--- config.mk ---
export PLATFORM = sky130hd
export DESIGN_NAME = aes_kexp
export DESIGN_NICKNAME = d
export VERILOG_FILES = /design/src/design/aes_pkg.sv /design/src/design/aes_kexp.sv
export SDC_FILE = /design/constraint.sdc
export NUM_CORES = 1
export LEC_CHECK = 0
export ABC_AREA = 1
export BUFFER_PORTS_ARGS = -buffer_cell sky130_fd_sc_hd__buf_2
export CAP_MARGIN = 5
export CORE_UTILIZATION = 33
export DETAILED_ROUTE_END_ITERATION = 10
export PLACE_DENSITY = 0.59
export SLEW_MARGIN = 20
export SYNTH_ARGS = -nofsm -noshare
export SYNTH_HDL_FRONTEND = slang
export SYNTH_SLANG_ARGS = --single-unit
--- constraint.sdc ---
create_clock -name i_clk -period 36 [get_ports i_clk]
set_input_delay 3.6 -clock i_clk [delete_from_list [all_inputs] [get_ports i_clk]]
set_output_delay 3.6 -clock i_clk [all_outputs]
set_load 0.1 [all_outputs]
--- src/design/aes_pkg.sv ---
// Shared types, constants and round functions for the AES ECB block.
package aes_pkg;

    localparam int unsigned NUM_RK   = 15;
    localparam int unsigned RK_AW    = $clog2(NUM_RK);
    localparam int unsigned BLK_W    = 128;
    localparam int unsigned KEY_W    = 256;
    localparam int unsigned CFG_IW   = 3;
    localparam int unsigned CFG_DW   = 64;

    typedef logic [RK_AW-1:0] t_rk_addr;
    typedef logic [BLK_W-1:0] t_blk;

    // Configuration register indexes
    typedef enum logic [CFG_IW-1:0] {
        CFG_KEY_SIZE  = 3'd0,
        CFG_DIRECTION = 3'd1,
        CFG_KEY_W0    = 3'd2,
        CFG_KEY_W1    = 3'd3,
        CFG_KEY_W2    = 3'd4,
        CFG_KEY_W3    = 3'd5
    } t_cfg_idx;

    // Key size codes
    localparam logic [1:0] KS_128 = 2'd0;
    localparam logic [1:0] KS_192 = 2'd1;

    localparam logic [7:0] AES_POLY = 8'h1B;

    // Round key write port from the key expander
    typedef struct packed {
        logic     en;
        t_rk_addr addr;
        t_blk     data;
    } t_rk_wr;

    localparam logic [0:255][7:0] SBOX = {
        128'h637c777bf26b6fc53001672bfed7ab76, 128'hca82c97dfa5947f0add4a2af9ca472c0,
        128'hb7fd9326363ff7cc34a5e5f171d83115, 128'h04c723c31896059a071280e2eb27b275,
        128'h09832c1a1b6e5aa0523bd6b329e32f84, 128'h53d100ed20fcb15b6acbbe394a4c58cf,
        128'hd0efaafb434d338545f9027f503c9fa8, 128'h51a3408f929d38f5bcb6da2110fff3d2,
        128'hcd0c13ec5f974417c4a77e3d645d1973, 128'h60814fdc222a908846eeb814de5e0bdb,
        128'he0323a0a4906245cc2d3ac629195e479, 128'he7c8376d8dd54ea96c56f4ea657aae08,
        128'hba78252e1ca6b4c6e8dd741f4bbd8b8a, 128'h703eb5664803f60e613557b986c11d9e,
        128'he1f8981169d98e949b1e87e9ce5528df, 128'h8ca1890dbfe6426841992d0fb054bb16
    };

    localparam logic [0:255][7:0] ISBOX = {
        128'h52096ad53036a538bf40a39e81f3d7fb, 128'h7ce339829b2fff87348e4344c4dee9cb,
        128'h547b9432a6c2233dee4c950b42fac34e, 128'h082ea16628d924b2765ba2496d8bd125,
        128'h72f8f66486689816d4a45ccc5d65b692, 128'h6c704850fdedb9da5e154657a78d9d84,
        128'h90d8ab008cbcd30af7e45805b8b34506, 128'hd02c1e8fca3f0f02c1afbd0301138a6b,
        128'h3a9111414f67dcea97f2cfcef0b4e673, 128'h96ac7422e7ad3585e2f937e81c75df6e,
        128'h47f11a711d29c5896fb7620eaa18be1b, 128'hfc563e4bc6d279209adbc0fe78cd5af4,
        128'h1fdda8338807c731b11210592780ec5f, 128'h60517fa919b54a0d2de57a9f93c99cef,
        128'ha0e03b4dae2af5b0c8ebbb3c83539961, 128'h172b047eba77d626e169146355210c7d
    };

    // Rounds for a key size; codes 2 and 3 both act as 256-bit
    function automatic logic [3:0] nr_of(input logic [1:0] ks);
        logic [3:0] nr;
        case (ks)
            KS_128:  nr = 4'd10;
            KS_192:  nr = 4'd12;
            default: nr = 4'd14;
        endcase
        return nr;
    endfunction

    // Key length in 32-bit words
    function automatic logic [3:0] nk_of(input logic [1:0] ks);
        return nr_of(ks) - 4'd6;
    endfunction

    function automatic logic [7:0] xt(input logic [7:0] a);
        return a[7] ? ({a[6:0], 1'b0} ^ AES_POLY) : {a[6:0], 1'b0};
    endfunction

    function automatic logic [7:0] gmul(input logic [7:0] a, input logic [3:0] m);
        logic [7:0] r;
        logic [7:0] p;
        r = '0;
        p = a;
        for (int k = 0; k < 4; k++) begin
            if (m[k]) r = r ^ p;
            p = xt(p);
        end
        return r;
    endfunction

    function automatic logic [31:0] sub_word(input logic [31:0] w);
        return {SBOX[w[31:24]], SBOX[w[23:16]], SBOX[w[15:8]], SBOX[w[7:0]]};
    endfunction

    function automatic logic [31:0] mix_col(input logic [31:0] a, input logic inv);
        logic [3:0]      m [4];
        logic [3:0][7:0] ab;
        logic [3:0][7:0] b;
        if (inv) begin
            m[0] = 4'd14; m[1] = 4'd11; m[2] = 4'd13; m[3] = 4'd9;
        end else begin
            m[0] = 4'd2;  m[1] = 4'd3;  m[2] = 4'd1;  m[3] = 4'd1;
        end
        for (int r = 0; r < 4; r++) ab[r] = a[31-8*r -: 8];
        for (int r = 0; r < 4; r++) begin
            b[r] = '0;
            for (int k = 0; k < 4; k++) b[r] = b[r] ^ gmul(ab[k], m[(k - r) & 3]);
        end
        return {b[0], b[1], b[2], b[3]};
    endfunction

    // Forward round without the key addition
    function automatic t_blk enc_round(input t_blk s, input logic last);
        t_blk t;
        for (int r = 0; r < 4; r++)
            for (int c = 0; c < 4; c++)
                t[127-8*(r+4*c) -: 8] = SBOX[s[127-8*(r+4*((c+r)&3)) -: 8]];
        if (!last)
            for (int c = 0; c < 4; c++) t[127-32*c -: 32] = mix_col(t[127-32*c -: 32], 1'b0);
        return t;
    endfunction

    // Inverse round: inverse shift/sub, key, then inverse mix except on the last round
    function automatic t_blk dec_round(input t_blk s, input t_blk key, input logic last);
        t_blk t;
        for (int r = 0; r < 4; r++)
            for (int c = 0; c < 4; c++)
                t[127-8*(r+4*((c+r)&3)) -: 8] = ISBOX[s[127-8*(r+4*c) -: 8]];
        t = t ^ key;
        if (!last)
            for (int c = 0; c < 4; c++) t[127-32*c -: 32] = mix_col(t[127-32*c -: 32], 1'b1);
        return t;
    endfunction

endpackage

--- src/design/aes_kexp.sv ---
// Key expander: produces one schedule word per cycle while busy, writes one round key row per four words.
module aes_kexp (
    input  logic                   i_clk,
    input  logic                   i_rst_n,
    input  logic                   i_start,
    input  logic [1:0]             i_key_size,
    input  logic [255:0]           i_key,
    output aes_pkg::t_rk_wr        o_wr,
    output logic                   o_done
);
    import aes_pkg::*;

    logic        r_busy;
    logic [5:0]  r_idx;
    logic [2:0]  r_kpos;
    logic [7:0]  r_rc;
    logic [31:0] r_win [8];
    logic [95:0] r_row;

    logic [3:0]  nk;
    logic [5:0]  last_idx;
    logic        key_phase;
    logic        rot_pos;
    logic [31:0] t_word;
    logic [31:0] old_word;
    logic [31:0] n_word;

    assign nk        = nk_of(i_key_size);
    assign last_idx  = 6'({nr_of(i_key_size), 2'b00} + 6'd3);
    assign key_phase = ({2'b00, r_idx} < {2'b00, nk, 2'b00} >> 2);
    assign rot_pos   = (r_kpos == 3'd0);

    // Next schedule word: key word first, then the recurrence
    always_comb begin
        case (nk)
            4'd4:    old_word = r_win[4];
            4'd6:    old_word = r_win[2];
            default: old_word = r_win[0];
        endcase
        if (rot_pos)
            t_word = sub_word({r_win[7][23:0], r_win[7][31:24]}) ^ {r_rc, 24'h0};
        else if (nk == 4'd8 && r_kpos == 3'd4)
            t_word = sub_word(r_win[7]);
        else
            t_word = r_win[7];
        if (key_phase)
            n_word = i_key[255 - 32*int'(r_idx[2:0]) -: 32];
        else
            n_word = old_word ^ t_word;
    end

    assign o_wr.en   = r_busy && (r_idx[1:0] == 2'd3);
    assign o_wr.addr = r_idx[5:2];
    assign o_wr.data = {r_row, n_word};
    assign o_done    = r_busy && (r_idx == last_idx);

    always_ff @(posedge i_clk) begin
        if (!i_rst_n) begin
            r_busy <= 1'b0;
        end else if (i_start) begin
            r_busy <= 1'b1;
        end else if (o_done) begin
            r_busy <= 1'b0;
        end
    end

    // Word counters, round constant and window
    always_ff @(posedge i_clk) begin
        if (i_start) begin
            r_idx  <= '0;
            r_kpos <= '0;
            r_rc   <= 8'h01;
        end else if (r_busy) begin
            r_idx  <= r_idx + 6'd1;
            r_kpos <= ({1'b0, r_kpos} == nk - 4'd1) ? 3'd0 : r_kpos + 3'd1;
            if (!key_phase && rot_pos) r_rc <= xt(r_rc);
            for (int k = 0; k < 7; k++) r_win[k] <= r_win[k+1];
            r_win[7] <= n_word;
            r_row    <= {r_row[63:0], n_word};
        end
    end

`ifndef SYNTHESIS
    a_done_busy: assert property (@(posedge i_clk) disable iff (!i_rst_n)
        o_done |=> !r_busy) else $error("expander still busy after done");
    a_wr_range: assert property (@(posedge i_clk) disable iff (!i_rst_n)
        o_wr.en |-> o_wr.addr <= nr_of(i_key_size)) else $error("row beyond schedule");
    a_kpos_range: assert property (@(posedge i_clk) disable iff (!i_rst_n)
        r_busy |-> {1'b0, r_kpos} < nk) else $error("word position out of range");
`endif

endmodule

# Yosys cells after proc, flatten, opt, wreduce, memory -nomap -nowiden
# Memories as Yosys holds them, arrays and structs flattened.
# Index checks and enable logic that the tools add are counted.
# op_classes
add_sub_neg	6
order_cmp	5
n_eq_ne	8
shifts	1
n_mux	20
n_bitwise	8
n_reduce_logical	10
# op_table
operator	n
variable part select 287 x 9 -> 32 bit	1
two-way mux 32 bit	3
two-way mux 8 bit	8
case mux 32 bit (2 select lines)	1
bitwise XOR 32 bit	2
>= comparator 9 bit (second input constant)	4
NOT 8 -> 9 bit	4
subtractor 8 x 8 -> 9 bit (first input constant)	1
== test 4 x 3 -> 1 bit (second input constant)	2
adder 6 x 1 -> 6 bit (second input constant)	1
adder 6 x 2 -> 6 bit (second input constant)	1
== test 6 bit	1
less-than comparator 6 x 4 -> 1 bit	1
case mux 3 bit (2 select lines)	1
two-way mux 1 bit	5
two-way mux 5 bit	1
== test 3 x 4 -> 1 bit	1
== test 4 bit (second input constant)	1
logical AND 1 bit	4
NOT 4 bit	1
AND reduction 2 bit	2
subtractor 4 x 1 -> 4 bit (second input constant)	1
subtractor 4 x 3 -> 4 bit (second input constant)	1
adder 3 x 1 -> 3 bit (second input constant)	1
9 further kinds	9
# word_totals
register_bits	114
mem_bits_rw	256
romBits	8192
inputBits	261
memories	5
# memory_table
name	depth	width	rd	rd_clocked_by_memory_dff	wr	line_no	rtl
(no name shown)	256	8	1	0	0	aes_pkg.sv:92	return {SBOX[w[31:24]], SBOX[w[23:16]], SBOX[w[15:8]], SBOX[w[7:0]]};
(no name shown)	256	8	1	0	0	aes_pkg.sv:92	
(no name shown)	256	8	1	0	0	aes_pkg.sv:92	
(no name shown)	256	8	1	0	0	aes_pkg.sv:92	
r_win	8	32	8	0	8	aes_kexp.sv:17	logic [31:0] r_win [8];

# Depth between registers and ports, before layout
# logic_depth
word_depth	9
ltp_mapped	22

# Worst setup path before layout
# No wires, ideal clock.
# synth_path
path_kind	input-to-reg
from	input port i_start
to	memory r_win[0][0], enable pin
t_arrival_ns	14.406
t_required_ns	35.121
slack_ns	20.715
stages	2
path_cell_list	clkbuf_1 nor2_1
# synth_rtl
item	line_no	rtl
start, declared	aes_kexp.sv:5	input logic i_start,
end, declared	aes_kexp.sv:17	

==> impl_metrics.py <==
metrics = {
    "run_status": {
        "status": "finished clean",
    },
    "synthesis": {
        "synth_nets": 4201,
        "synth_seq_area_share_pct": 32.09,
        "synth_warnings": 0,
        "syn_area_per_cell_um2": 6.475,
        "ys_types": 41,
        "ys_seq_elements": 274,
        "synth_cells": 3873,
        "synth_common_cells": "nand2_1, nand3_1, nor2_1",
        "synth_flop_cell": "edfxtp_1",
        "synth.most_common_cell": "nand2_1",
        "synthArstFlopShare_pct": 0,
        "synth_top_area_share_pct": 30.65,
        "yosysTopAreaCell": "edfxtp_1",
        "synth-edff-count": 256,
        "post_synth_main_area_contributors": "edfxtp_1, nand2_1, nand3_1, o21ai_0, nor2_1",
        "synth_area_um2": 25080,
    },
    "pwr": {
        "switching_share_pct": 44.16,
        "peakVddDrop_v": 0.00003675,
        "power_frac_seq_pct": 31.5,
        "power.internal_mw": 0.6645,
        "power_switching_mw": 0.5254,
        "p_leak_nw": 12.71,
        "clkPwrFrac_pct": 28.7,
        "power.density_nw_per_um2": 42.72,
        "pwr-share-comb_pct": 39.8,
    },
    "run": {
        "maxCapViolCount": 0,
    },
    "floorplanning": {
        "initial_core_util_pct": 33.52,
        "die_h_um": 277.7,
        "coreArea_um2": 74820,
        "die_w_um": 277.7,
        "num_rows": 100,
        "dieArea_um2": 77100,
        "pin_count": 395,
    },
    "critical_path": {
        "cpMaxStageDelayCell": "nor2_2",
        "worstPathArrival_ns": 8.04,
        "r2r_start": "r_win[1][112]",
        "cp_top_family": "buffers and inverters",
        "crit_top_cell": "nand2_1",
        "ff2ff_path_depth": 19,
        "r2r_slack_ns": 31.66,
        "cp-startpoint": "i_key_size[1]",
        "crit_chain": "buf_2 -> buf_4 -> nor2_4 -> buf_16 -> inv_1 -> ha_1 -> nand3_1 -> buf_4 -> inv_1 -> buf_4 -> nor2_2 -> nand2_1 -> nand3_1 -> nand2_1 -> nand2_1 -> nand2_1 -> nand2_1 -> buf_2",
        "cp-start-kind": "primary input",
        "cp-end-kind": "output port",
        "r2r-end": "r_win[1][123]",
        "crit_type": "in2out",
        "cp.required_ns": 32.40,
        "crit_cells": 18,
        "cp_slowest_stage_delay_ns": 0.63,
        "critPathBufInv": 8,
        "crit_fanout": 35,
        "setup.worst_path.end": "o_wr[22]",
    },
    "grt": {
        "grt_pass1_wl_um": 183100,
        "track_usage_pct": 31.46,
        "grt_pass1_vias": 27080,
        "antenna_found_initial": 3,
        "grt_overflow": 0,
        "grt_max_degree": 158,
    },
    "routing": {
        "num_vias": 29560,
        "postRouteAntennaNets": 0,
        "drc": 0,
        "drt_iter0_drc": 4562,
        "drt-wirelength-per-cell_um": 25.19,
        "wl_um": 125800,
        "vias_per_cell": 5.919,
        "dr.pass1.iters": 7,
    },
    "clocking": {
        "cts_tree": "yes",
        "htree_levels": 2,
        "insertion_delay_ns": 0.58,
        "cts-resized-gates": 0,
        "hold_buffers": 0,
        "numCtsBuffers": 34,
        "clk_path_buf_depth": 3,
        "clock_sinks": 274,
        "clkSlewWorstSetupHoldPaths_ns": 0.06,
        "post_cts_buffers": 0,
        "clockRootBuffer": "clkbuf_16",
    },
    "timing": {
        "skew_ns": 0.03375,
        "rsz0062_at_grt": "no",
        "slew_headroom_pct": 30.94,
        "final_hold_viol_count": 0,
        "fin_crit_ns": 11.64,
        "worst_pin_slew_ns": 1.036,
        "setup_violations": 0,
        "whs_ns": 0.4154,
        "drv_slew": 0,
        "post-route-period-util_pct": 32.33,
        "setup_tns_ns": 0,
        "fmax_mhz": 85.91,
    },
    "place": {
        "dp_hpwl_um": 90920,
        "io_buffers": 394,
        "gp_congestion": 1.046,
    },
    "finish": {
        "areaGrowthSynthToFinish_pct": 11.08,
        "drive_above_1_share_pct": 13.99,
        "fillers": 8302,
        "final_nets": 4327,
        "regArea_um2": 8053,
        "multiInputGateArea_um2": 14350,
    },
    "worst_hold_path": {
        "min_path_type": "reg2reg",
    },
}
## worst register-to-register path: stages, from the launching register on
cell	delay (ns)
edfxtp_1	0.89
inv_1	0.46
ha_1	0.68
inv_1	0.13
nand2_1	0.30
nand2_1	0.14
nand3_1	0.13
nand2_1	0.07
nor2_1	0.10
nor2_1	0.05
nand2_1	0.12
nand3_1	0.13
nand2_1	0.20
nand2_1	0.07
nand3_1	0.17
nand2_1	0.08
nand2_1	0.06
nand2_1	0.05
nand2_1	0.14
nand2_1	0.11
## power by group through the flow
stage	Combinational [mW]	Clock, mW	Sequential (mW)
floorplan	0.324	0	0.381
global placement	0.462	0	0.381
detailed placement	0.458	0	0.381
CTS	0.459	0.349	0.375
global route	0.500	0.360	0.376
finish	0.473	0.341	0.375
## placed cells by master, fill, tap and decap left out, drive strengths merged, types with 4 or more instances in the layout
cell	Yosys	routed
nand3	816	816
o211ai	71	71
nand4	35	35
a211oi	4	4
inv	196	201
clkbuf	118	40
nand3b	16	16
dfxtp	18	18
ha	67	67
a21oi	121	121
a31oi	11	11
clkinv	6	18
nand2	1216	1216
o22ai	68	68
nor3	6	6
nor2	324	324
edfxtp	256	256
o21ai	275	275
buf	238	446
## per-layer routing
layer / GRT usage, % / up-vias / part of all wire (%)
met3: 4.607 / 366 / 9.6
li1: - / 13330 / -
met4: 16.82 / 4 / 6.0
met2: 47.48 / 1982 / 43
met1: 43.20 / 13870 / 41
met5: 0 / - / 0.025
## sequential cells by signal (all words and copies together), names as in the netlist
name and cells:
r_kpos 3, r_busy 1, r_win 256, r_idx 6, r_rc 8
## cell type report
class | instances | share of cell area (%)
inverters | 202 | 2.744
repair buffers | 446 | 8.597
flip-flops and latches | 274 | 28.91
well taps | 969 | 4.352
multi-input cells | 3041 | 51.50
diodes | 1 | 0.008983
clock inverters | 20 | 0.6782
clock buffers | 40 | 3.211
## how the worst min path moves through the flow
stage | depth (start not counted) | end | slack [ns] | start
2_1_floorplan | 0 | r_win[0][0] | 0.40 | r_win[0][32]
3_3_place_gp | 0 | r_win[0][94] | 0.40 | r_win[0][126]
3_5_place_dp | 0 | r_win[0][18] | 0.40 | r_win[0][50]
4_1_cts | 0 | r_win[0][94] | 0.41 | r_win[0][126]
5_1_grt | 0 | r_win[0][94] | 0.42 | r_win[0][126]
6_report | 0 | r_win[0][94] | 0.42 | r_win[0][126]
## logic make-up (layout without fill, tap and decap cells)
| kind of cell | after synthesis | after routing | synth area share [%] |
|---|---|---|---|
| compound gates | 555 | 555 | 12.33 |
| simple gates | 2418 | 2418 | 41.36 |
| flops | 274 | 274 | 32.09 |
| fa+ha+maj | 67 | 67 | 3.343 |
| buf+inv | 558 | 708 | 10.85 |
| other cells | 0 | 1 | 0 |
| xor+xnor | 1 | 1 | 0.03493 |
## per-stage QoR
stage	cells	power, mW	setup slack (ns)	instance area, um2	utilization, %
6_report	4993	1.190	24.36	27860	37.23
5_1_grt	4993	1.236	24.20	27860	37.23
4_1_cts	4991	1.182	24.18	27830	37.19
3_5_place_dp	4931	0.8389	24.19	26740	35.74
3_3_place_gp	4931	0.8436	23.82	26740	35.74
2_1_floorplan	3873	0.7047	20.72	25080	-
Note: power is estimated with default switching activity, not from simulation.
